## src/sv/radiotap_dot11_frame_stripper_defines.svh

```systemverilog
`ifndef RADIOTAP_DOT11_FRAME_STRIPPER_DEFINES_SVH
`define RADIOTAP_DOT11_FRAME_STRIPPER_DEFINES_SVH

// Same-cycle implication, sampled on clk, off while arst_n is low
`define RTSTRIP_ASSERT_NOW(lbl, ante, cons, msg) \
	lbl: assert property (@(posedge clk) disable iff (!arst_n) (ante) |-> (cons)) else $error(msg);

// Next-cycle implication, sampled on clk, off while arst_n is low
`define RTSTRIP_ASSERT_NEXT(lbl, ante, cons, msg) \
	lbl: assert property (@(posedge clk) disable iff (!arst_n) (ante) |=> (cons)) else $error(msg);

`endif

```

## src/sv/rtstrip_pkg.sv

```systemverilog
`timescale 1ns / 1ps

package rtstrip_pkg;

	localparam logic [1:0] KIND_BODY   = 2'd0;
	localparam logic [1:0] KIND_EMPTY  = 2'd1;
	localparam logic [1:0] KIND_BAD    = 2'd2;
	localparam logic [1:0] KIND_ENDED  = 2'd3;

	localparam logic [7:0]  QOS_FC     = 8'h88;
	localparam logic [16:0] HDR_QOS    = 17'd26;
	localparam logic [16:0] HDR_PLAIN  = 17'd24;
	localparam logic [16:0] SEQ_OFFSET = 17'd22;

	typedef struct packed {
		logic [1:0]  kind;
		logic [7:0]  body_byte;
		logic [11:0] sequence_number;
		logic        last_of_frame;
	} rtstrip_res_t;

endpackage

```

## src/sv/rtstrip_parser.sv

```systemverilog
`timescale 1ns / 1ps

module rtstrip_parser import rtstrip_pkg::*; (
	input  logic         clk,
	input  logic         arst_n,
	input  logic         in_valid,
	input  logic [7:0]   in_byte,
	output logic         res_valid,
	output rtstrip_res_t res
);

	localparam logic [1:0] PH_PREFIX = 2'd0;
	localparam logic [1:0] PH_FRAME  = 2'd1;
	localparam logic [1:0] PH_ENDED  = 2'd2;

	logic [1:0]  phase_q;
	logic [1:0]  pcnt_q;
	logic [31:0] len_q;
	logic [31:0] pos_q;
	logic [31:0] ffb_q;
	logic [15:0] rl_q;
	logic        qos_q;
	logic [7:0]  seqlo_q;
	logic [11:0] seq_q;

	logic [31:0] full_len;
	logic        final_b;
	logic        p_lt4;
	logic [31:0] ffb_ins;
	logic [15:0] rl_new;
	logic [7:0]  fc_kept;
	logic        rl_hit;
	logic        qos_now;
	logic [16:0] hend;
	logic [16:0] seq_pos;
	logic        seq_lo_hit;
	logic        seq_hi_hit;
	logic [11:0] seq_next;
	logic        over;
	logic        body;

	assign full_len = {in_byte, len_q[23:0]};
	assign final_b  = ((pos_q + 32'd1) == len_q);
	assign p_lt4    = (pos_q[31:2] == 30'd0);

	always_comb begin
		ffb_ins = ffb_q;
		case (pos_q[1:0])
			2'd0:    ffb_ins[7:0]   = in_byte;
			2'd1:    ffb_ins[15:8]  = in_byte;
			2'd2:    ffb_ins[23:16] = in_byte;
			default: ffb_ins[31:24] = in_byte;
		endcase
	end

	// radiotap length is complete once frame byte 3 is in
	assign rl_new = {in_byte, ffb_q[23:16]};

	always_comb begin
		case (rl_new[1:0])
			2'd0:    fc_kept = ffb_q[7:0];
			2'd1:    fc_kept = ffb_q[15:8];
			2'd2:    fc_kept = ffb_q[23:16];
			default: fc_kept = in_byte;
		endcase
	end

	assign rl_hit     = (pos_q == {16'd0, rl_q});
	assign qos_now    = rl_hit ? (in_byte == QOS_FC) : qos_q;
	assign hend       = {1'b0, rl_q} + (qos_now ? HDR_QOS : HDR_PLAIN);
	assign seq_pos    = {1'b0, rl_q} + SEQ_OFFSET;
	assign seq_lo_hit = (pos_q == {15'd0, seq_pos});
	assign seq_hi_hit = (pos_q == ({15'd0, seq_pos} + 32'd1));
	assign seq_next   = seq_hi_hit ? {in_byte, seqlo_q[7:4]} : seq_q;
	assign over       = ({15'd0, hend} > len_q);
	assign body       = !p_lt4 && (pos_q >= {15'd0, hend}) && !over;

	always_comb begin
		res_valid = 1'b0;
		res       = '0;
		if (in_valid) begin
			case (phase_q)
				PH_PREFIX: begin
					if (pcnt_q == 2'd3 && full_len == 32'd0) begin
						res_valid         = 1'b1;
						res.kind          = KIND_ENDED;
						res.last_of_frame = 1'b1;
					end
				end
				PH_FRAME: begin
					if (p_lt4) begin
						// record ends inside the first four bytes: always malformed
						if (final_b) begin
							res_valid         = 1'b1;
							res.kind          = KIND_BAD;
							res.last_of_frame = 1'b1;
						end
					end else if (body) begin
						res_valid           = 1'b1;
						res.kind            = KIND_BODY;
						res.body_byte       = in_byte;
						res.sequence_number = seq_next;
						res.last_of_frame   = final_b;
					end else if (final_b) begin
						res_valid         = 1'b1;
						res.last_of_frame = 1'b1;
						if (over) begin
							res.kind = KIND_BAD;
						end else begin
							res.kind            = KIND_EMPTY;
							res.sequence_number = seq_next;
						end
					end
				end
				default: ;
			endcase
		end
	end

	always_ff @(posedge clk or negedge arst_n) begin
		if (!arst_n) begin
			phase_q <= PH_PREFIX;
			pcnt_q  <= 2'd0;
			len_q   <= '0;
			pos_q   <= '0;
			ffb_q   <= '0;
			rl_q    <= '0;
			qos_q   <= 1'b0;
			seqlo_q <= '0;
			seq_q   <= '0;
		end else if (in_valid) begin
			case (phase_q)
				PH_PREFIX: begin
					case (pcnt_q)
						2'd0:    len_q        <= {24'd0, in_byte};
						2'd1:    len_q[15:8]  <= in_byte;
						2'd2:    len_q[23:16] <= in_byte;
						default: len_q[31:24] <= in_byte;
					endcase
					pcnt_q <= pcnt_q + 2'd1;
					if (pcnt_q == 2'd3) begin
						if (full_len == 32'd0) begin
							phase_q <= PH_ENDED;
						end else begin
							phase_q <= PH_FRAME;
							pos_q   <= '0;
							ffb_q   <= '0;
							rl_q    <= '0;
							qos_q   <= 1'b0;
							seqlo_q <= '0;
							seq_q   <= '0;
						end
					end
				end
				PH_FRAME: begin
					pos_q <= pos_q + 32'd1;
					if (p_lt4) begin
						ffb_q <= ffb_ins;
						if (pos_q[1:0] == 2'd3) begin
							rl_q <= rl_new;
							if (rl_new[15:2] == 14'd0)
								qos_q <= (fc_kept == QOS_FC);
						end
					end else begin
						qos_q <= qos_now;
						if (seq_lo_hit)
							seqlo_q <= in_byte;
						seq_q <= seq_next;
					end
					if (final_b) begin
						phase_q <= PH_PREFIX;
						pcnt_q  <= 2'd0;
					end
				end
				default: ;
			endcase
		end
	end

endmodule

```

## src/sv/radiotap_dot11_frame_stripper.sv

```systemverilog
`timescale 1ns / 1ps
// Radiotap / 802.11 header stripper for a length-prefixed capture byte stream.
// s_axis: one stream byte per beat. Records are a 4-byte little-endian length
//   followed by the captured frame (radiotap header, 802.11 header, body).
// m_axis: at most one result beat per input beat. tuser holds the kind
//   (body byte, empty-body frame, malformed frame, end of stream), tdata the
//   body byte and the 802.11 sequence number, tlast marks a frame's final beat.
// Throughput: one byte per cycle while s_axis_tready is high; the whole parse of a
//   byte is combinational logic from the input beat into the output stage.
// A result is registered in the output register (the skid register while m_axis stalls).
// A zero-length record gives one end-of-stream beat; afterwards every input
//   beat is taken and dropped.
// Stall: a two-entry output stage (output register plus skid register) keeps
//   s_axis_tready registered; it drops only while both entries are full.
// Reset: arst_n clears the parser to expect a length prefix and empties the
//   output stage.
`include "radiotap_dot11_frame_stripper_defines.svh"

module radiotap_dot11_frame_stripper import rtstrip_pkg::*; (
	input  logic        clk,
	input  logic        arst_n,
	input  logic        s_axis_tvalid,
	output logic        s_axis_tready,
	input  logic [7:0]  s_axis_tdata,   // [7:0] stream_byte
	output logic        m_axis_tvalid,
	input  logic        m_axis_tready,
	output logic [23:0] m_axis_tdata,   // [7:0] body_byte, [19:8] sequence_number, zero pad
	output logic [1:0]  m_axis_tuser,   // [1:0] kind
	output logic        m_axis_tlast    // last_of_frame
);

	logic         in_acc;
	logic         res_valid;
	rtstrip_res_t res;
	logic         out_valid_q;
	rtstrip_res_t out_q;
	logic         skid_valid_q;
	rtstrip_res_t skid_q;
	logic         out_free;

	assign s_axis_tready = !skid_valid_q;
	assign in_acc        = s_axis_tvalid && s_axis_tready;
	assign out_free      = !out_valid_q || m_axis_tready;

	rtstrip_parser u_parser (
		.clk       (clk),
		.arst_n    (arst_n),
		.in_valid  (in_acc),
		.in_byte   (s_axis_tdata),
		.res_valid (res_valid),
		.res       (res)
	);

	always_ff @(posedge clk or negedge arst_n) begin
		if (!arst_n) begin
			out_valid_q  <= 1'b0;
			skid_valid_q <= 1'b0;
		end else if (out_free) begin
			if (skid_valid_q) begin
				out_valid_q  <= 1'b1;
				skid_valid_q <= 1'b0;
			end else begin
				out_valid_q <= res_valid;
			end
		end else if (res_valid) begin
			skid_valid_q <= 1'b1;
		end
	end

	always_ff @(posedge clk) begin
		if (out_free) begin
			out_q <= skid_valid_q ? skid_q : res;
		end else if (res_valid) begin
			skid_q <= res;
		end
	end

	assign m_axis_tvalid = out_valid_q;
	assign m_axis_tdata  = {4'd0, out_q.sequence_number, out_q.body_byte};
	assign m_axis_tuser  = out_q.kind;
	assign m_axis_tlast  = out_q.last_of_frame;

	`RTSTRIP_ASSERT_NOW(a_skid_behind_out, skid_valid_q, out_valid_q, "skid full with output empty")
	`RTSTRIP_ASSERT_NEXT(a_skid_kept, skid_valid_q && !m_axis_tready, skid_valid_q, "skid beat lost during stall")
	`RTSTRIP_ASSERT_NOW(a_end_is_last, m_axis_tvalid && (m_axis_tuser == KIND_ENDED || m_axis_tuser == KIND_BAD), m_axis_tlast && (m_axis_tdata == 24'd0), "end or malformed beat not final or not clear")

endmodule
```

## config.mk

```make
export PLATFORM = sky130hd
export DESIGN_NAME = radiotap_dot11_frame_stripper
export DESIGN_NICKNAME = d
export VERILOG_FILES = /design/src/sv/rtstrip_pkg.sv /design/src/sv/rtstrip_parser.sv /design/src/sv/radiotap_dot11_frame_stripper.sv
export VERILOG_INCLUDE_DIRS = /design/src /design/src/sv
export SDC_FILE = /design/constraint.sdc
export NUM_CORES = 1
export LEC_CHECK = 0
export ABC_AREA = 0
export ABC_CLOCK_PERIOD_IN_PS = 5950
export BUFFER_PORTS_ARGS = -buffer_cell sky130_fd_sc_hd__buf_2
export CAP_MARGIN = 30
export CORE_AREA = 2 2 143 145
export DETAILED_ROUTE_END_ITERATION = 16
export DIE_AREA = 0 0 145 147
export GPL_TIMING_DRIVEN = 0
export PLACE_DENSITY = 0.76
export SLEW_MARGIN = 10
export SYNTH_ARGS = -nofsm -noshare
export SYNTH_HDL_FRONTEND = slang
export SYNTH_HIERARCHICAL = 1
export SYNTH_SLANG_ARGS = --single-unit
```

## constraint.sdc

```tcl
create_clock -name clk -period 5.95 [get_ports clk]
set_input_delay 0.8925 -clock clk [delete_from_list [all_inputs] [get_ports clk]]
set_output_delay 0.8925 -clock clk [all_outputs]
set_load 0.05 [all_outputs]
```

==> run metrics, run 1 <==
status=finished clean; count leader, synth=nand2_1; Post-synth EDFFs=46; DRC viols=0; Async S/R FF share, synth=73.4%; worst hold margin=0.399 ns; Ys Warns=6; Post-Route WL=30400 µm; hold buffer count at CTS=0; sequential area share after synthesis=41.2%; synthesized instance count=1185; gpl congestion=0.950; clock-pin slew on the worst setup and hold paths=0.08 ns; first drt pass iteration count=5; die footprint=21300 µm²; Finished Cell Area=12400 µm²; Ports=41; via count=9319; post-route setup slack=0.180 ns; area grow syn2layout=11.9%; Total GRT Usage=28.8%; final setup fails=0; post-synthesis register bit count=173; Worst Clk Skew=0.0159 ns; pwr/cell area=403 nW/µm²; Vert. Die Dim=147 µm; vias in the first global route=8828; Achievable Freq=173 MHz; Antenna diodes=0; CP Data Required Time=6.14 ns; DR vias/cell=6.11; Layout Cells excl Fill=1525; Longest Clk Path Bufs=2; worst slew pin tran=0.939 ns; fin util=62.4%; Synth top area share=28.7%; crit share post-route=97.0%; mapped cell area=11100 µm²; clk sinks=173; wire length of the first global-routing pass=48400 µm; clock period minus final worst setup slack=5.77 ns; max-slew violation count=0; Leak=5.40 nW; crit path capture type=register; Primary FF master, synth=dfrtp_1; crit path kind=reg2reg; final hold vios=0; Detail Route Antenna Nets=0; most frequent cells after synthesis=129 x nand2_1, 127 x dfrtp_1, 116 x o21ai_0; share of layout cells above drive strength 1=13.5%; Crit path arrival time=5.96 ns; largest net degree at the start of global routing=78; Worst Hold Class=in2async; Peak VDD IR=0.236 mV; dpl ws=-0.756 ns; later-pin clock latency in the skew report=0.44 ns; GR Overflow Total=0; Rel. slew slack=35.7%; Synth area leader=dfrtp_1; fin nets=1301; DP HPWL=21900 µm; CTS tree=built; Max FO, Critical Path=10; top post-synthesis cells by area=dfrtp_1 29%, edfxtp_1 12%, ha_1 5.3%, o21ai_0 5.3%, xnor2_1 4.7%; startpoint types=register; synthesized area per cell=9.33 µm²; initial DRC count=908; Power, Total=4.98 mW; row count=52; # placed instances=1490; H-tree level count=4; Root Buffer=clkbuf_16; R2R cell count=26; DR WL/cell=20.0 µm; PortBufs=28; die width=145 µm; initial core utilization=55.7%; initial antenna violation count=0; core area=19800 µm²; cts bufs inserted=17; placed inst area=11600 µm²; unique cell type count in the Yosys netlist=72; maxcap violations=0; Setup TNS Final=0 ns
layout by cell type (no fill, tap or decap), types with 5 or more instances in the layout:
cell type  synthesis  layout
a21oi_1           34      34
and2_1            14      14
nand3_1           26      26
a22o_1            31      31
edfxtp_1          46      46
nand2b_1          19      18
xor2_1            50      50
buf_2             17      43
xnor2_1           59      59
dfrtp_1          127     123
a21o_1            13      13
mux2_2            16      16
clkbuf_16          0      17
buf_4              9      17
o31ai_1           14      14
mux2i_1           18      18
or2_2              5       5
ha_1              47      47
a31oi_1            9       9
nor3b_1            5       5
o21a_1             5       5
and3_1            13      13
clkbuf_1          51      45
nand2_1          129     129
clkinv_8           0       5
nor4_1            33      30
nor3_1            21      18
o21ai_1            5       7
o21ai_0          116     113
mux2_4            17      17
nor2b_1           17      16
inv_1             50      50
nor2_1            70      69
nand4_1           29      29
area by class of cell:
cell class                 count  area, µm²
clock inverter                15        191
timing repair buffer          39        277
fill                        1653       7470
buffer                        81        417
sequential                   173       4560
tap                          270        338
multi-input combinational    880       5970
inverter                      50        188
clock buffer                  17        425
cell families (layout without fill, tap and decap cells):
group,after synthesis,in the layout,share of synthesized area (%)
mux,51,51,5.57
fa+ha+maj,47,47,5.32
flops,173,173,41.2
buf+inv,135,202,5.50
compound gates,260,260,14.9
other cells,1,4,0.0339
simple gates,409,409,18.8
xor+xnor,109,109,8.63
flip-flops by register name (all words and copies together) (netlist names):
name,cells
skid_valid_q,1
u_parser/len_q,32
u_parser/seq_q,12
m_axis_tuser,2
u_parser/qos_q,1
skid_q,23
u_parser/pos_q,32
u_parser/rl_q,16
u_parser/seqlo_q,4
u_parser/ffb_q,24
m_axis_tdata,20
u_parser/pcnt_q,2
m_axis_tlast,1
u_parser/phase_q,2
m_axis_tvalid,1
worst max-delay path, stage by stage, from the launching register on:
cell	delay, ns
dfrtp_2	0.47
clkbuf_4	0.23
xor2_1	0.17
nor4_2	0.24
nand4_1	0.21
nor4_4	0.35
mux2_2	0.39
ha_1	0.21
ha_1	0.22
nor3_2	0.23
nand2b_4	0.19
or2_2	0.13
xnor2_1	0.16
inv_1	0.08
ha_1	0.30
a21o_1	0.19
a21oi_1	0.17
nor2b_1	0.07
o21ai_1	0.16
o21ai_2	0.08
nor3_2	0.19
buf_4	0.17
nor2b_2	0.18
a211o_1	0.22
buf_6	0.17
nor2_1	0.07
mux2_4	0.27
layer usage:
layer	up-vias	share of wire [%]	track usage (%)
met5	-	0	0
met4	0	3.7	11.8
met3	82	7.7	5.31
met2	407	45	45.0
met1	4474	43	39.9
li1	4356	-	-
power breakdown:
part / switching, mW / leakage [nW] / total [mW] / internal [mW]
Sequential: 0.302 / 2.20 / 1.77 / 1.47
Clock: 0.557 / 0.298 / 1.13 / 0.575
Combinational: 1.23 / 2.90 / 2.08 / 0.851
worst paths after layout:
| check | start | to | slack, ns |
|---|---|---|---|
| max | u_parser/pos_q[4] | m_axis_tdata[11] | 0.18 |
| min | arst_n | u_parser/pos_q[31] | 0.40 |
| max reg2reg | u_parser/pos_q[4] | m_axis_tdata[11] | 0.18 |
| min reg2reg | u_parser/ffb_q[15] | u_parser/ffb_q[15] | 0.48 |
| max in group asynchronous | arst_n | u_parser/rl_q[4] | 4.77 |
| min in group clk | u_parser/ffb_q[15] | u_parser/ffb_q[15] | 0.48 |
what timing repair did:
item                       4_1_cts  5_1_grt
buffers inserted                 3        4
setup endpoints to repair       63       66
gates resized for setup          8       23
pin swaps                        2        7
Power figures use the tool's default switching activity.
==> inputs of run 2 (changes only) <==
--- a/config.mk
+++ b/config.mk
@@ -8,13 +8,13 @@
 export LEC_CHECK = 0
 export ABC_AREA = 0
 export ABC_CLOCK_PERIOD_IN_PS = 5950
-export BUFFER_PORTS_ARGS = -buffer_cell sky130_fd_sc_hd__buf_2
 export CAP_MARGIN = 30
-export CORE_AREA = 2 2 143 145
+export CORE_AREA = 2 2 140 142
 export DETAILED_ROUTE_END_ITERATION = 16
-export DIE_AREA = 0 0 145 147
+export DIE_AREA = 0 0 142 144
+export DONT_BUFFER_PORTS = 1
 export GPL_TIMING_DRIVEN = 0
-export PLACE_DENSITY = 0.76
+export PLACE_DENSITY = 0.77
 export SLEW_MARGIN = 10
 export SYNTH_ARGS = -nofsm -noshare
 export SYNTH_HDL_FRONTEND = slang
==> run 2 against run 1 <==
Net effect: critical path type unchanged; worst setup slack improved by 0.054 ns; critical endpoint is now m_axis_tdata[18]; register-to-register slack improved by 0.05 ns; clock skew about the same; combinational power grew 2%; largest cell class unchanged; via count about the same.
==> run metrics, run 2 (synthesized netlist as in run 1, its figures left out) <==
status=finished clean; crit share post-route=96.1% (-0.91 points); reg2reg start=u_parser/pos_q[3]; H-tree level count=4 (unchanged); Total GRT Usage=30.8% (+2.0 points); Leak=5.29 nW (-2.1%); pwr/cell area=414 nW/µm² (+2.9%); crit path kind=reg2reg; DRC viols=0 (unchanged); DP HPWL=21700 µm (-0.83%); later-pin clock latency in the skew report=0.44 ns (about the same); CP Data Required Time=6.14 ns (about the same); share of layout cells above drive strength 1=11.6% (-1.8 points); Vert. Die Dim=144 µm (-2.0%); core area=19100 µm² (-3.9%); crit path capture type=register; wire length of the first global-routing pass=48700 µm (+0.51%); clk sinks=173 (unchanged); fillcell total=1529 (-7.5%); Top Usage Layer GRT=met2; Worst Clk Skew=0.0162 ns (+0.000307 ns); R2R cell count=24 (-7.7%); Max FO, Critical Path=12 (+2); Peak VDD IR=0.256 mV (+8.8%); Ports=41 (unchanged); clock-pin slew on the worst setup and hold paths=0.08 ns (about the same); met3 GRT Util=6.99% (+1.7 points); fin nets=1275 (-2.0%); Crit path arrival time=5.91 ns (-0.05 ns); gpl congestion=0.999 (+5.1%); maxcap violations=0 (unchanged); final setup fails=0 (unchanged); hold buffer count at CTS=0 (unchanged); final hold vios=0 (unchanged); Achievable Freq=175 MHz (+0.95%); worst slew pin tran=0.870 ns (-0.0698 ns); vias in the first global route=8940 (+1.3%); met1 global-route usage=40.5% (+0.58 points); Critical Path End=m_axis_tdata[18]; switch share=42.3% (+0.37 points); fin util=63.9% (+1.6 points); Post-Route WL=30600 µm (+0.60%); Seq pwr share=35.2% (-0.3 points); FF-to-FF setup slack=0.23 ns (+0.05 ns); # placed instances=1428 (-4.2%); first drt pass iteration count=6 (+1); initial core utilization=58.0% (+2.2 points); via count=9314 (-0.054%); row count=51 (-1.9%); die footprint=20400 µm² (-4.1%); CTS tree=built; Detail Route Antenna Nets=0 (unchanged); die width=142 µm (-2.1%); PortBufs=0 (-100%); reg2reg end=m_axis_tdata[18]; initial DRC count=942 (+3.7%); commonest non-fill, non-tap cell in the layout=nand2_1; Setup TNS Final=0 ns (unchanged); Top Registers=u_parser/len_q x32, u_parser/pos_q x32, u_parser/ffb_q x24; Worst Hold Class=in2async; most frequent cells in the layout=129 x nand2_1, 124 x dfrtp_1, 115 x o21ai_0; Layout Cells excl Fill=1467 (-3.8%); initial antenna violation count=0 (unchanged); DR vias/cell=6.35 (+3.9%); largest net degree at the start of global routing=128 (+64%); Rel. slew slack=41.7% (+5.9 points); max-slew violation count=0 (unchanged); Crit. Startpoint=u_parser/pos_q[3]; Root Buffer=clkbuf_16; area grow syn2layout=10.3%; P_int=2.92 mW (+0.76%); Clock Power Share=23.0% (+0.3 points); GR Overflow Total=0 (unchanged); cts bufs inserted=17 (unchanged); Antenna diodes=0 (unchanged); clock period minus final worst setup slack=5.72 ns (-0.0542 ns); Switch Pwr=2.14 mW (+2.3%); Longest Clk Path Bufs=2 (unchanged); met2 Usage GRT=49.6% (+4.6 points); DR WL/cell=20.9 µm (+4.6%); startpoint types=register; Comb pwr share=41.9% (about the same)
-- run 2: cell types whose count changed in the layout (fill, tap and decap cells not counted), sizes merged --
cell,change
buf,-27
clkinv,-2
inv,+2
clkbuf,+1
-- run 2: per-stage QoR --
step	hold slack (ns)	power, mW	setup slack, ns	area, µm²
CTS	0.139	4.97	0.00113	12100
floorplan	0.442	3.22	0.0649	11100
finish	0.152	5.05	0.234	12200
detailed placement	0.466	3.77	-1.06	11400
global route	0.134	5.37	-0.0585	12200
global placement	0.456	3.70	-1.92	11400
-- run 2: what timing repair did --
item,4_1_cts,5_1_grt
endpoints found under the setup margin,66,55
resized for setup,15,16
cloned,0,0
pin swaps,1,8
setup buffers,2,7
-- run 2: cell type report --
type / count / area (µm²) / area share, %
Sequential cell: 173 / 4560 / 37.4
Inverter: 50 / 188 / 1.54
Clock buffer: 17 / 425 / 3.49
Buffer: 82 / 422 / 3.46
Tap cell: 238 / 298 / 2.44
Clock inverter: 15 / 201 / 1.65
Multi-Input combinational cell: 880 / 6000 / 49.2
Timing Repair Buffer: 12 / 103 / 0.841
-- run 2: power by group through the flow --
stage / Clock (mW) / Combinational, mW / Sequential, mW
after CTS: 1.17 / 2.04 / 1.76
after global placement: 0 / 1.95 / 1.75
after floorplan: 0 / 1.56 / 1.66
after global routing: 1.22 / 2.35 / 1.80
after detailed placement: 0 / 2.02 / 1.75
final: 1.16 / 2.12 / 1.78
-- run 2: metal layers --
layer,wire [µm],vias up
met2,14200,455
li1,-,4270
met5,0,-
met1,12900,4499
met4,1110,0
met3,2410,90
-- run 2: how the worst min path moves through the flow --
stage          slack [ns]  cells past startpoint            endpoint              start
2_1_floorplan        0.44                      2   u_parser/ffb_q[3]  u_parser/ffb_q[3]
3_3_place_gp         0.46                      2   u_parser/ffb_q[7]  u_parser/ffb_q[7]
3_5_place_dp         0.47                      2   u_parser/ffb_q[4]  u_parser/ffb_q[4]
4_1_cts              0.14                      0   u_parser/rl_q[12]             arst_n
5_1_grt              0.13                      0  u_parser/pos_q[12]             arst_n
6_report             0.15                      0  u_parser/pos_q[15]             arst_n
-- run 2: critical path, cell delays in order (launching register included) --
cell and delay (ns):
dfrtp_1 0.63, xor2_1 0.20, nor4_1 0.30, nand4_1 0.20
nor4_4 0.40, mux2_4 0.35, ha_1 0.20, ha_1 0.22
nor3_2 0.20, nand2b_4 0.19, nor2_1 0.06, xor2_1 0.24
inv_1 0.08, ha_1 0.29, a21o_1 0.18, a21o_1 0.17
a21oi_1 0.18, o21ai_0 0.12, nor3_2 0.18, buf_4 0.17
nor2b_4 0.18, a211o_1 0.23, buf_6 0.16, nor2_1 0.07
mux2_4 0.27
